File: config.mk
export PLATFORM = sky130hd
export DESIGN_NAME = lfu_cache_table
export DESIGN_NICKNAME = d
export VERILOG_FILES = /design/src/rtl/core/lfuct_pkg.sv /design/src/rtl/core/lfu_cache_table.sv /design/src/rtl/core/lfuct_ram.sv
export SDC_FILE = /design/constraint.sdc
export NUM_CORES = 2
export LEC_CHECK = 0
export BUFFER_PORTS_ARGS = -buffer_cell sky130_fd_sc_hd__buf_2
export CAP_MARGIN = 25
export CORE_ASPECT_RATIO = 0.7
export CORE_MARGIN = 2
export CORE_UTILIZATION = 55
export CTS_BUF_LIST = sky130_fd_sc_hd__clkbuf_4
export DETAILED_ROUTE_END_ITERATION = 6
export GPL_ROUTABILITY_DRIVEN = 0
export PLACE_DENSITY_LB_ADDON = 0.08
export SLEW_MARGIN = 25
export SYNTH_ARGS = -nofsm -noshare
export SYNTH_HDL_FRONTEND = slang
export SYNTH_SLANG_ARGS = --single-unit
File: constraint.sdc
create_clock -name clock -period 6.4 [get_ports clock]
set_input_delay 1.28 -clock clock [delete_from_list [all_inputs] [get_ports clock]]
set_output_delay 1.28 -clock clock [all_outputs]
set_load 0.01 [all_outputs]
File: src/rtl/core/lfuct_pkg.sv
// ----------------------------------------------------------------------------
// LFU cache table package
// Field widths, command codes and default sizes shared by the cache table.
// ----------------------------------------------------------------------------
package lfuct_pkg;

   localparam int KEY_BITS       = 32;
   localparam int VALUE_BITS     = 32;
   localparam int CAP_BITS       = 5;
   localparam int REQ_DATA_BITS  = KEY_BITS + VALUE_BITS;
   localparam int RSP_DATA_BITS  = VALUE_BITS + KEY_BITS;
   localparam int RSP_USER_BITS  = 2;

   localparam int DEF_ENTRIES    = 16;
   localparam int DEF_COUNT_BITS = 16;

   localparam logic [CAP_BITS-1:0] CAP_RESET = CAP_BITS'(16);

   localparam logic CMD_GET = 1'b0;
   localparam logic CMD_PUT = 1'b1;

endpackage

File: src/rtl/core/lfu_cache_table.sv
// ----------------------------------------------------------------------------
// LFU cache table
// Key-value store with least-frequently-used replacement and LRU tie-break.
// ----------------------------------------------------------------------------
// Each request word is a get or a put and yields exactly one response word.
// A request is handled in two passes over the entry table through a single
// RAM read port: a scan pass that matches the key and picks the victim, and
// an update pass that closes the recency rank and writes the touched entry.
// A word that writes the table runs both passes; a get that misses skips
// the update pass and moves on from the decision to its response.
// A finished response waits in its own register, so the next request is
// accepted while it is pending; a further response that cannot leave holds
// the block in its last step until that register frees.
module lfu_cache_table #(
   parameter int ENTRIES    = lfuct_pkg::DEF_ENTRIES,
   parameter int COUNT_BITS = lfuct_pkg::DEF_COUNT_BITS
) (
   input  logic                              clock,
   input  logic                              reset,
   input  logic                              csr_we,
   input  logic [lfuct_pkg::CAP_BITS-1:0]    csr_wdata,
   input  logic                              req_tvalid,
   output logic                              req_tready,
   // lookup_key, write_value
   input  logic [lfuct_pkg::REQ_DATA_BITS-1:0] req_tdata,
   // cmd
   input  logic                              req_tuser,
   output logic                              rsp_tvalid,
   input  logic                              rsp_tready,
   // read_value, evicted_key
   output logic [lfuct_pkg::RSP_DATA_BITS-1:0] rsp_tdata,
   // hit, evicted
   output logic [lfuct_pkg::RSP_USER_BITS-1:0] rsp_tuser
);

   import lfuct_pkg::*;

   localparam int IDX_BITS  = $clog2(ENTRIES);
   localparam int PTR_BITS  = IDX_BITS + 1;
   localparam int META_BITS = COUNT_BITS + IDX_BITS;
   localparam int EW        = (PTR_BITS > CAP_BITS) ? PTR_BITS : CAP_BITS;

   localparam logic [2:0] ST_IDLE   = 3'd0;
   localparam logic [2:0] ST_SCAN   = 3'd1;
   localparam logic [2:0] ST_DECIDE = 3'd2;
   localparam logic [2:0] ST_UPDATE = 3'd3;
   localparam logic [2:0] ST_DONE   = 3'd4;

   logic [2:0]            state_ff, state_in;
   logic [CAP_BITS-1:0]   cap_ff, cap_in;
   logic                  cmd_ff, cmd_in;
   logic [KEY_BITS-1:0]   key_ff, key_in;
   logic [VALUE_BITS-1:0] wval_ff, wval_in;
   logic [PTR_BITS-1:0]   ptr_ff, ptr_in;
   logic                  chk_vld_ff, chk_vld_in;
   logic [IDX_BITS-1:0]   chk_idx_ff, chk_idx_in;
   logic [ENTRIES-1:0]    valid_ff, valid_in;
   logic [PTR_BITS-1:0]   used_ff, used_in;

   logic                  found_ff, found_in;
   logic [IDX_BITS-1:0]   slot_ff, slot_in;
   logic [COUNT_BITS-1:0] slot_cnt_ff, slot_cnt_in;
   logic [IDX_BITS-1:0]   slot_rec_ff, slot_rec_in;
   logic                  free_ok_ff, free_ok_in;
   logic [IDX_BITS-1:0]   free_slot_ff, free_slot_in;
   logic                  vic_ok_ff, vic_ok_in;
   logic [IDX_BITS-1:0]   vic_ff, vic_in;
   logic [COUNT_BITS-1:0] vic_cnt_ff, vic_cnt_in;
   logic [IDX_BITS-1:0]   vic_rec_ff, vic_rec_in;
   logic [KEY_BITS-1:0]   vic_key_ff, vic_key_in;

   logic [IDX_BITS-1:0]   target_ff, target_in;
   logic                  close_en_ff, close_en_in;
   logic [IDX_BITS-1:0]   close_rank_ff, close_rank_in;
   logic [COUNT_BITS-1:0] new_cnt_ff, new_cnt_in;
   logic [IDX_BITS-1:0]   new_rec_ff, new_rec_in;
   logic                  res_hit_ff, res_hit_in;
   logic                  res_ev_ff, res_ev_in;
   logic [KEY_BITS-1:0]   res_evk_ff, res_evk_in;

   logic                  rsp_valid_ff, rsp_valid_in;
   logic                  rsp_hit_ff, rsp_hit_in;
   logic                  rsp_ev_ff, rsp_ev_in;
   logic [VALUE_BITS-1:0] rsp_rval_ff, rsp_rval_in;
   logic [KEY_BITS-1:0]   rsp_evk_ff, rsp_evk_in;

   logic                  key_wr_en, key_rd_en;
   logic [IDX_BITS-1:0]   key_wr_addr, key_rd_addr;
   logic [KEY_BITS-1:0]   key_rd_data;
   logic                  val_wr_en, val_rd_en;
   logic [IDX_BITS-1:0]   val_wr_addr, val_rd_addr;
   logic [VALUE_BITS-1:0] val_rd_data;
   logic                  meta_wr_en, meta_rd_en;
   logic [IDX_BITS-1:0]   meta_wr_addr, meta_rd_addr;
   logic [META_BITS-1:0]  meta_wr_data, meta_rd_data;

   logic [COUNT_BITS-1:0] m_cnt;
   logic [IDX_BITS-1:0]   m_rec;
   logic                  ent_vld;
   logic                  issue;
   logic                  last_chk;
   logic [EW-1:0]         cap_ext, used_ext, eff_cap;
   logic                  evict;
   logic [IDX_BITS-1:0]   tgt;
   logic                  rsp_free;

   lfuct_ram #(.WIDTH(KEY_BITS), .DEPTH(ENTRIES)) u_key_ram (
      .clock   (clock),
      .wr_en   (key_wr_en),
      .wr_addr (key_wr_addr),
      .wr_data (key_ff),
      .rd_en   (key_rd_en),
      .rd_addr (key_rd_addr),
      .rd_data (key_rd_data)
   );

   lfuct_ram #(.WIDTH(VALUE_BITS), .DEPTH(ENTRIES)) u_val_ram (
      .clock   (clock),
      .wr_en   (val_wr_en),
      .wr_addr (val_wr_addr),
      .wr_data (wval_ff),
      .rd_en   (val_rd_en),
      .rd_addr (val_rd_addr),
      .rd_data (val_rd_data)
   );

   lfuct_ram #(.WIDTH(META_BITS), .DEPTH(ENTRIES)) u_meta_ram (
      .clock   (clock),
      .wr_en   (meta_wr_en),
      .wr_addr (meta_wr_addr),
      .wr_data (meta_wr_data),
      .rd_en   (meta_rd_en),
      .rd_addr (meta_rd_addr),
      .rd_data (meta_rd_data)
   );

   assign m_cnt    = meta_rd_data[IDX_BITS +: COUNT_BITS];
   assign m_rec    = meta_rd_data[IDX_BITS-1:0];
   assign ent_vld  = valid_ff[chk_idx_ff];
   assign last_chk = chk_vld_ff && (chk_idx_ff == IDX_BITS'(ENTRIES - 1));
   assign rsp_free = !rsp_valid_ff || rsp_tready;

   // A capacity of zero acts as one, and one above the table size as the size.
   assign cap_ext  = EW'(cap_ff);
   assign used_ext = EW'(used_ff);
   assign eff_cap  = (cap_ext == '0) ? EW'(1) :
                     (cap_ext > EW'(ENTRIES)) ? EW'(ENTRIES) : cap_ext;
   assign evict    = !found_ff && (cmd_ff == CMD_PUT) && (used_ext >= eff_cap);
   assign tgt      = found_ff ? slot_ff : (evict ? vic_ff : free_slot_ff);

   assign req_tready = (state_ff == ST_IDLE);
   assign rsp_tvalid = rsp_valid_ff;
   assign rsp_tdata  = {rsp_evk_ff, rsp_rval_ff};
   assign rsp_tuser  = {rsp_ev_ff, rsp_hit_ff};

   always_comb begin
      state_in      = state_ff;
      cap_in        = csr_we ? csr_wdata : cap_ff;
      cmd_in        = cmd_ff;
      key_in        = key_ff;
      wval_in       = wval_ff;
      ptr_in        = ptr_ff;
      chk_vld_in    = 1'b0;
      chk_idx_in    = chk_idx_ff;
      valid_in      = valid_ff;
      used_in       = used_ff;
      found_in      = found_ff;
      slot_in       = slot_ff;
      slot_cnt_in   = slot_cnt_ff;
      slot_rec_in   = slot_rec_ff;
      free_ok_in    = free_ok_ff;
      free_slot_in  = free_slot_ff;
      vic_ok_in     = vic_ok_ff;
      vic_in        = vic_ff;
      vic_cnt_in    = vic_cnt_ff;
      vic_rec_in    = vic_rec_ff;
      vic_key_in    = vic_key_ff;
      target_in     = target_ff;
      close_en_in   = close_en_ff;
      close_rank_in = close_rank_ff;
      new_cnt_in    = new_cnt_ff;
      new_rec_in    = new_rec_ff;
      res_hit_in    = res_hit_ff;
      res_ev_in     = res_ev_ff;
      res_evk_in    = res_evk_ff;
      rsp_valid_in  = rsp_valid_ff && !rsp_tready;
      rsp_hit_in    = rsp_hit_ff;
      rsp_ev_in     = rsp_ev_ff;
      rsp_rval_in   = rsp_rval_ff;
      rsp_evk_in    = rsp_evk_ff;

      issue         = ptr_ff < PTR_BITS'(ENTRIES);
      key_rd_en     = 1'b0;
      key_rd_addr   = ptr_ff[IDX_BITS-1:0];
      key_wr_en     = 1'b0;
      key_wr_addr   = tgt;
      val_rd_en     = 1'b0;
      val_rd_addr   = tgt;
      val_wr_en     = 1'b0;
      val_wr_addr   = tgt;
      meta_rd_en    = 1'b0;
      meta_rd_addr  = ptr_ff[IDX_BITS-1:0];
      meta_wr_en    = 1'b0;
      meta_wr_addr  = chk_idx_ff;
      meta_wr_data  = meta_rd_data;

      unique case (state_ff)
         ST_IDLE: begin
            if (req_tvalid) begin
               cmd_in     = req_tuser;
               key_in     = req_tdata[KEY_BITS-1:0];
               wval_in    = req_tdata[KEY_BITS +: VALUE_BITS];
               ptr_in     = '0;
               found_in   = 1'b0;
               free_ok_in = 1'b0;
               vic_ok_in  = 1'b0;
               state_in   = ST_SCAN;
            end
         end
         ST_SCAN: begin
            if (issue) begin
               key_rd_en  = 1'b1;
               meta_rd_en = 1'b1;
               ptr_in     = ptr_ff + PTR_BITS'(1);
               chk_vld_in = 1'b1;
               chk_idx_in = ptr_ff[IDX_BITS-1:0];
            end
            if (chk_vld_ff) begin
               if (!found_ff && ent_vld && (key_rd_data == key_ff)) begin
                  found_in    = 1'b1;
                  slot_in     = chk_idx_ff;
                  slot_cnt_in = m_cnt;
                  slot_rec_in = m_rec;
               end
               if (!free_ok_ff && !ent_vld) begin
                  free_ok_in   = 1'b1;
                  free_slot_in = chk_idx_ff;
               end
               if (ent_vld && (!vic_ok_ff || (m_cnt < vic_cnt_ff) ||
                               ((m_cnt == vic_cnt_ff) && (m_rec < vic_rec_ff)))) begin
                  vic_ok_in  = 1'b1;
                  vic_in     = chk_idx_ff;
                  vic_cnt_in = m_cnt;
                  vic_rec_in = m_rec;
                  vic_key_in = key_rd_data;
               end
            end
            if (last_chk) begin
               state_in = ST_DECIDE;
            end
         end
         ST_DECIDE: begin
            target_in  = tgt;
            ptr_in     = '0;
            res_hit_in = found_ff;
            res_ev_in  = evict;
            res_evk_in = evict ? vic_key_ff : '0;
            if (found_ff) begin
               close_en_in   = 1'b1;
               close_rank_in = slot_rec_ff;
               new_cnt_in    = (&slot_cnt_ff) ? slot_cnt_ff : slot_cnt_ff + COUNT_BITS'(1);
               new_rec_in    = IDX_BITS'(used_ff - PTR_BITS'(1));
               val_rd_en     = (cmd_ff == CMD_GET);
               val_wr_en     = (cmd_ff == CMD_PUT);
               state_in      = ST_UPDATE;
            end else if (cmd_ff == CMD_PUT) begin
               key_wr_en  = 1'b1;
               val_wr_en  = 1'b1;
               new_cnt_in = COUNT_BITS'(1);
               if (evict) begin
                  close_en_in   = 1'b1;
                  close_rank_in = vic_rec_ff;
                  new_rec_in    = IDX_BITS'(used_ff - PTR_BITS'(1));
               end else begin
                  close_en_in   = 1'b0;
                  new_rec_in    = IDX_BITS'(used_ff);
                  valid_in[tgt] = 1'b1;
                  used_in       = used_ff + PTR_BITS'(1);
               end
               state_in = ST_UPDATE;
            end else begin
               state_in = ST_DONE;
            end
         end
         ST_UPDATE: begin
            if (issue) begin
               meta_rd_en = 1'b1;
               ptr_in     = ptr_ff + PTR_BITS'(1);
               chk_vld_in = 1'b1;
               chk_idx_in = ptr_ff[IDX_BITS-1:0];
            end
            if (chk_vld_ff) begin
               meta_wr_en = 1'b1;
               if (chk_idx_ff == target_ff) begin
                  meta_wr_data = {new_cnt_ff, new_rec_ff};
               end else if (close_en_ff && ent_vld && (m_rec > close_rank_ff)) begin
                  meta_wr_data = {m_cnt, m_rec - IDX_BITS'(1)};
               end
            end
            if (last_chk) begin
               state_in = ST_DONE;
            end
         end
         ST_DONE: begin
            if (rsp_free) begin
               rsp_valid_in = 1'b1;
               rsp_hit_in   = res_hit_ff;
               rsp_ev_in    = res_ev_ff;
               rsp_evk_in   = res_evk_ff;
               rsp_rval_in  = (res_hit_ff && (cmd_ff == CMD_GET)) ? val_rd_data : '0;
               state_in     = ST_IDLE;
            end
         end
         default: begin
            state_in = ST_IDLE;
         end
      endcase
   end

   always_ff @(posedge clock) begin
      if (reset) begin
         state_ff     <= ST_IDLE;
         cap_ff       <= CAP_RESET;
         chk_vld_ff   <= 1'b0;
         valid_ff     <= '0;
         used_ff      <= '0;
         rsp_valid_ff <= 1'b0;
      end else begin
         state_ff     <= state_in;
         cap_ff       <= cap_in;
         chk_vld_ff   <= chk_vld_in;
         valid_ff     <= valid_in;
         used_ff      <= used_in;
         rsp_valid_ff <= rsp_valid_in;
      end
   end

   always_ff @(posedge clock) begin
      cmd_ff        <= cmd_in;
      key_ff        <= key_in;
      wval_ff       <= wval_in;
      ptr_ff        <= ptr_in;
      chk_idx_ff    <= chk_idx_in;
      found_ff      <= found_in;
      slot_ff       <= slot_in;
      slot_cnt_ff   <= slot_cnt_in;
      slot_rec_ff   <= slot_rec_in;
      free_ok_ff    <= free_ok_in;
      free_slot_ff  <= free_slot_in;
      vic_ok_ff     <= vic_ok_in;
      vic_ff        <= vic_in;
      vic_cnt_ff    <= vic_cnt_in;
      vic_rec_ff    <= vic_rec_in;
      vic_key_ff    <= vic_key_in;
      target_ff     <= target_in;
      close_en_ff   <= close_en_in;
      close_rank_ff <= close_rank_in;
      new_cnt_ff    <= new_cnt_in;
      new_rec_ff    <= new_rec_in;
      res_hit_ff    <= res_hit_in;
      res_ev_ff     <= res_ev_in;
      res_evk_ff    <= res_evk_in;
      rsp_hit_ff    <= rsp_hit_in;
      rsp_ev_ff     <= rsp_ev_in;
      rsp_rval_ff   <= rsp_rval_in;
      rsp_evk_ff    <= rsp_evk_in;
   end

endmodule

File: src/rtl/core/lfuct_ram.sv
// ----------------------------------------------------------------------------
// LFU cache table RAM
// Generic simple dual-port RAM with one write port and one registered read.
// ----------------------------------------------------------------------------
module lfuct_ram #(
   parameter int WIDTH = 32,
   parameter int DEPTH = 16
) (
   input  logic                     clock,
   input  logic                     wr_en,
   input  logic [$clog2(DEPTH)-1:0] wr_addr,
   input  logic [WIDTH-1:0]         wr_data,
   input  logic                     rd_en,
   input  logic [$clog2(DEPTH)-1:0] rd_addr,
   output logic [WIDTH-1:0]         rd_data
);

   logic [WIDTH-1:0] mem_ff [DEPTH];
   logic [WIDTH-1:0] rd_data_ff;

   always_ff @(posedge clock) begin
      if (wr_en) begin
         mem_ff[wr_addr] <= wr_data;
      end
      if (rd_en) begin
         rd_data_ff <= mem_ff[rd_addr];
      end
   end

   assign rd_data = rd_data_ff;

endmodule

# Yosys cells after proc, flatten, opt, wreduce, memory -nomap -nowiden
# Memory sizes are Yosys's and may differ from the RTL's. A register that Yosys moved wholly into a read port is not among the register bits.
# Cells that the tools add are included.
dict set report classes {
  addsub 5
  magnitude_cmp 9
  n_eq_ne 17
  mux 63
  bitwise 4
  reduce_logical 44
}
# operator n
set op_table {}
lappend op_table {{2-to-1 mux 20 bit} 3}
lappend op_table {{2-to-1 mux 16 bit} 3}
lappend op_table {{2-to-1 mux 4 bit} 9}
lappend op_table {{== test 32 bit} 1}
lappend op_table {{2-to-1 mux 1 bit} 31}
lappend op_table {{2-to-1 mux 5 bit} 4}
lappend op_table {{AND reduction 4 bit} 5}
lappend op_table {{2-to-1 mux 3 bit} 6}
lappend op_table {{adder 16 x 1 -> 16 bit (second input constant)} 1}
lappend op_table {{== test 16 bit} 1}
lappend op_table {{less-than comparator 16 bit} 1}
lappend op_table {{inequality test 2 bit (second input constant)} 8}
lappend op_table {{bitwise OR 16 bit} 1}
lappend op_table {{AND reduction 16 bit} 1}
lappend op_table {{one-hot mux 3 bit (5 select lines)} 1}
lappend op_table {{one-hot mux 5 bit (3 select lines)} 1}
lappend op_table {{AND reduction 3 bit} 5}
lappend op_table {{logical AND 1 bit} 13}
lappend op_table {{adder 5 x 1 -> 5 bit (second input constant)} 2}
lappend op_table {{less-than comparator 4 x 5 -> 1 bit (second input constant)} 2}
lappend op_table {{AND reduction 2 bit} 4}
lappend op_table {{subtractor 4 x 1 -> 4 bit (second input constant)} 2}
lappend op_table {{== test 3 x 2 -> 1 bit (second input constant)} 2}
lappend op_table {{zero test 1 bit} 6}
lappend op_table {{21 further kinds} 29}
dict set report word_totals {
  reg_bits 321
  ram_bits 1344
  in_bits 75
  word_cells 179
  mem_count 3
}
# memory words width rd rd_ports_with_merged_regs write_ports line
set memory_table {}
lappend memory_table {u_key_ram.mem_ff 16 32 1 1 1 lfuct_ram.sv:18} ;# logic [WIDTH-1:0] mem_ff [DEPTH];
lappend memory_table {u_val_ram.mem_ff 16 32 1 1 1 lfuct_ram.sv:18}
lappend memory_table {u_meta_ram.mem_ff 16 20 1 1 1 lfuct_ram.sv:18}

# Depth between registers and ports, before layout
dict set report depth {
  word_depth 12
  depth_mapped 16
}

# Cells and area by module
# Synthesis repeated with hierarchy kept, for this count alone.
dict set report hier_totals {
  hier_cells 3041
  area_unflattened_um2 65863.2
}
# module n_inst cells_each area_per_inst_um2
set modules_own_cells {}
lappend modules_own_cells {{lfuct_ram at u_key_ram ...} 2 838 20155.6}
lappend modules_own_cells {lfu_cache_table 1 832 12821.0}
lappend modules_own_cells {{lfuct_ram at u_meta_ram} 1 533 12731.0}

# Worst setup path before layout
# No wires, ideal clock.
dict set report synth_timing {
  kind {reg-to-reg}
  from {reg state_ff[1]}
  to {mem u_key_ram.mem_ff[15][0], enable pin}
  setup_time_ps 501
  arrival_ps 6049
  slack_ps -150
  path_stages_with_launch 7
  period_less_slack_ps 6550
  cell_sequence {dfxtp_1 -> clkbuf_1 -> nor2b_1 -> nor2b_1 -> nand2_1 -> clkbuf_1 -> nor4_1}
}
dict set report synth_between {
  elab_chain_cells 4
}
# item line
set synth_lines {}
lappend synth_lines {{from (decl)} lfu_cache_table.sv:49} ;# logic [2:0] state_ff, state_in;
lappend synth_lines {{from (signal assigned)} lfu_cache_table.sv:329} ;# state_ff <= state_in;
lappend synth_lines {{== test 3 x 2 -> 1 bit} lfu_cache_table.sv:207} ;# unique case (state_ff)
lappend synth_lines {{2-to-1 mux 1 bit} lfu_cache_table.sv:207}
lappend synth_lines {{2-to-1 mux 1 bit} lfuct_ram.sv:22} ;# if (wr_en) begin
lappend synth_lines {{2-to-1 mux 1 bit (implied by the code)} lfuct_ram.sv:23} ;# mem_ff[wr_addr] <= wr_data;
lappend synth_lines {{to (decl)} lfuct_ram.sv:18}
# Every way passes these cells.

# Worst setup path after layout
dict set report layout_timing {
  from {reg found_ff}
  to {mem u_val_ram.mem_ff[4][7], enable pin}
}
dict set report layout_between {
  elab_chain_cells 5
}
# item line
set layout_lines {}
lappend layout_lines {{from (decl)} lfu_cache_table.sv:60} ;# logic found_ff, found_in;
lappend layout_lines {{from (signal assigned)} lfu_cache_table.sv:344} ;# found_ff <= found_in;
lappend layout_lines {{zero test 1 bit} lfu_cache_table.sv:148} ;# assign evict = !found_ff && (cmd_ff == CMD_PUT) && (used_ext >= eff_cap);
lappend layout_lines {{logical AND 1 bit (2 in series)} lfu_cache_table.sv:148}
lappend layout_lines {{2-to-1 mux 4 bit (2 in series)} lfu_cache_table.sv:149} ;# assign tgt = found_ff ? slot_ff : (evict ? vic_ff : free_slot_ff);
lappend layout_lines {{to (decl)} lfuct_ram.sv:18}
# Several ways; a longest one is shown, not always the timed one.

==> results.md <==
- Broken down by cell family, the worst path's largest delay share belongs to simple AND/OR/NAND/NOR gates.
- The worst hold-check slack is 0.159 ns.
- The global-route wire length before repair is 225000 um.
- For the worst setup path, the data required time is 7.34 ns.
- The critical path contains buffers and inverters numbering 4 combined.
- The y dimension of the die is approximately 300 um.
- The average size of a mapped cell is 20.4 um2.
- In this run the most critical hold path is launched from req_tdata[53].
- Sorting the synthesized cells by how often they occur yields sky130_fd_sc_hd__edfxtp_1, sky130_fd_sc_hd__mux4_2, sky130_fd_sc_hd__nand2_1.
- Measured against its own limit, the worst slew margin works out to 0.288.
- The initial utilization of the core area, before any placement, comes to 0.553.
- The number of nets in the synthesized netlist is 3335.
- The average wire per cell in the routed design is approximately 27 um.
- The largest net degree at the start of global routing is between 100 and 150.
- The analysis attributes to cell leakage a power of 24.3 nW.
- Yosys printed 0 warnings.
- In this run the number of H-tree levels came out at 5.
- Summed over all nets, the switching power comes to 0.00835 W.
- The critical-path cell with the highest stage delay is sky130_fd_sc_hd__edfxtp_1.
- In the final layout, the share of cells above drive strength 1 is 0.306.
- The launch point of the worst reg-to-reg path is found_ff.
- At the pin with the least slew margin, the transition time is between 1 and 1.5 ns.
- In this run, post-CTS repair resized a total of 0 instances.
- The switching share of power is 0.284.
- The clock root buffer is sky130_fd_sc_hd__clkbuf_4.
- The number of different library cells used by synthesis comes to 58.
- In this run the worst path has a maximum fanout of 37.
- The finished layout holds about 5600 standard cells, fillers aside.
- Walking the worst path, the cells encountered are buf_4, nor2b_1, a32o_1, a211oi_4, buf_4, inv_2, or3_1, nor2_4, buf_16.
- STA classifies the critical path startpoint as a register.
- The design draws 0.0294 W.
- The peak supply drop is 402 uV.
- The number of buffers created by CTS is 414.
- Based on the critical path, the design can be clocked at up to 202 MHz.
- The final layout net count is 3833.
- The cell area after synthesis is 0.0657 mm2.
- The number of remaining DRC errors is 0.
- The post-placement cell count is just under 5000.
- In this run the worst setup path begins at found_ff.
- The areal power density over the cells is 395 mW/mm2.
- For this design, the CTS-stage hold fixing added 4 buffers.
- STA puts the critical path data arrival time at 5.90 ns.
- The total wirelength of the detailed-routed design is 153000 um.
- In the global route stage, overall resource usage came out at 0.254.
- By area the synthesized netlist is led by sky130_fd_sc_hd__edfxtp_1, sky130_fd_sc_hd__mux4_2, sky130_fd_sc_hd__mux2i_1, sky130_fd_sc_hd__dfxtp_1, sky130_fd_sc_hd__nand2_1.
- The worst setup path is captured at a register.
- The DRC marker count from the first detailed-route iteration is 3854.
- The library cell occupying the most area in the post-synthesis netlist is sky130_fd_sc_hd__edfxtp_1.
- The most used cell along the critical path is sky130_fd_sc_hd__buf_4.
- The flow ran to the end, and the final reports show no timing, DRC or antenna violations.
- The register clock-pin slew on the reported worst setup and hold paths is approximately 0.070 ns.
- Yosys instantiated no cell more often than sky130_fd_sc_hd__edfxtp_1.
- The start-to-end type of the worst setup path is reg -> reg.
- The number of detailed-routing iterations run before antenna repair is 6.
- The max-slew violation count is 0.
- The most common flop cell mapped by yosys is sky130_fd_sc_hd__edfxtp_1.
- OpenSTA, run right after detailed placement, puts the worst setup slack at 1.59 ns.
- The number of global-route vias before repair is about 34000.
- The part of the total power dissipated in sequential elements is 0.514.
- The area of the die is ~0.12 mm2.
- The clock skew is 0.117 ns.
- The share of total power dissipated in combinational logic is 0.193.
- Setup repair after global routing left no endpoint under its margin.
- The cell count after synthesis is 3227.
- The maximum cell stage delay along the critical path is 0.96 ns.
- Dividing the detail-routed via count by the number of cells gives 6.05.
- The filler cells instantiated in the layout total 8292.
- The post-synthesis to final-layout area growth is 13.1%.
- The floorplan step set the die width to about 420 um.
- Of the total power, the clock network draws 0.293.
- The worst path in the final design needs a cycle of around 5.0 ns, including I/O delays and setup.
- The share of the clock period used by the worst path after layout is 0.774.
- The total overflow left after global routing is 0.
- The post-DP HPWL is 85500 um.
- The maximum number of buffers from clock root to sink is 4.
- The initial antenna violation count is 3.
- The share of synthesized area in the top cell type comes to 0.785.
- The final hold violation count is 0.
- Detailed routing inserted a total of 33800 vias.
- The sequential cell area fraction in the yosys report is 0.794.
- In this run the remaining antenna-violating nets after routing total 0.
- Buffers placed on the I/O ports in this run total approximately 140.
- The path class of the tightest hold or removal check is in -> reg.
- Internal power comes to 0.0211 W.
- The count of buffers added by post-CTS timing repair for setup is 0.
- The share of flip-flops with an asynchronous set or reset after synthesis is 0.
- During I/O placement, the number of pins put on the boundary was approximately 140.
- TritonCTS built the clock tree.
- After floorplanning, the core was divided into 106 placement rows.
- The total of max-cap violations is 0.
- The count of endpoints failing setup in the final report is 0.
- The core region area is 0.119 mm2.
- CTS saw roughly 1700 sinks.
- Across all setup checks in the final design, the least slack found is 1.45 ns.
- Synthesis inferred between 1500 and 2000 register bits.
- Yosys mapped a number of flops with a built-in enable equal to 1718.
- The clock reaches the later pin of the worst-skew pair after 1.33 ns.
-- final timing paths --
| kind | end | slack (ns) | cells after the start |
|---|---|---|---|
| worst min-delay path | wval_ff[21] | 0.16 | 1 |
| worst max-delay path | u_val_ram.mem_ff[4][7] | 1.45 | 9 |
| worst min register to register | rsp_evk_ff[25] | 0.42 | 0 |
| worst max register to register | u_val_ram.mem_ff[4][7] | 1.45 | 9 |
-- cell usage in the layout (no fill, tap or decap), drive strengths merged, types with 13 or more instances in the layout --
cell / count
edfxtp: 1718
clkbuf: 611
mux4: 265
buf: 238
nand2: 166
a21oi: 93
nor2: 91
clkinv: 79
mux2i: 70
and2: 69
o2bb2ai: 63
a221oi: 62
nand3: 55
inv: 43
a211oi: 41
nor3: 34
a32o: 33
ha: 33
dfxtp: 31
xnor2: 29
xor2: 27
o21ai: 19
nand4: 17
mux2: 16
nor4: 13
-- per-layer routing --
layer | share of wire | track usage
met1 | 0.44 | 0.383
met2 | 0.46 | 0.374
met3 | 0.080 | 0.0525
met4 | 0.020 | 0.0842
met5 | 0 | 0
-- final cells by class --
cell class | count | area, um2 | share of cell area
well taps | 1566 | 1960 | 0.0263
inverters | 41 | 159 | 0.00214
flip-flops and latches | 1749 | 52200 | 0.702
repair buffers | 242 | 1880 | 0.0253
multi-input cells | 1277 | 13100 | 0.177
clock buffers | 611 | 4590 | 0.0617
clock inverters | 84 | 404 | 0.00543
diodes | 8 | 20.0 | 0.000269
-- cell families after synthesis --
logic type | share of synthesized area
flops | 0.794
fa+ha+maj | 0.00628
simple gates | 0.0358
mux | 0.104
compound gates | 0.0398
buf+inv | 0.0122
xor+xnor | 0.00746
-- state kept, by name, indices dropped and copies added, names as in the netlist, 20 cells and up --
signal	flops
u_key_ram.mem_ff	512
u_val_ram.mem_ff	512
u_meta_ram.mem_ff	320
key_ff	32
res_evk_ff	32
rsp_evk_ff	32
rsp_rval_ff	32
u_key_ram.rd_data	32
u_val_ram.rd_data	32
vic_key_ff	32
wval_ff	32
u_meta_ram.rd_data	20
-- power groups by stage --
stage	Sequential [W]	Combinational [W]	Clock, W
after global routing	0.0152	0.00611	0.00945
after detailed placement	0.0154	0.00568	0
after floorplan	0.0149	0.00397	0
after global placement	0.0153	0.00556	0
final	0.0151	0.00569	0.00862
after CTS	0.0151	0.00571	0.00885
-- through the flow --
stage,instance area [um2],util,TNS (ns)
global route,74400,0.625,0
finish,74400,0.625,0
floorplan,65700,-,-19.17
CTS,74200,0.624,0
detailed placement,69200,0.581,0
global placement,68800,0.578,0
(Power assumes the default switching activity.)
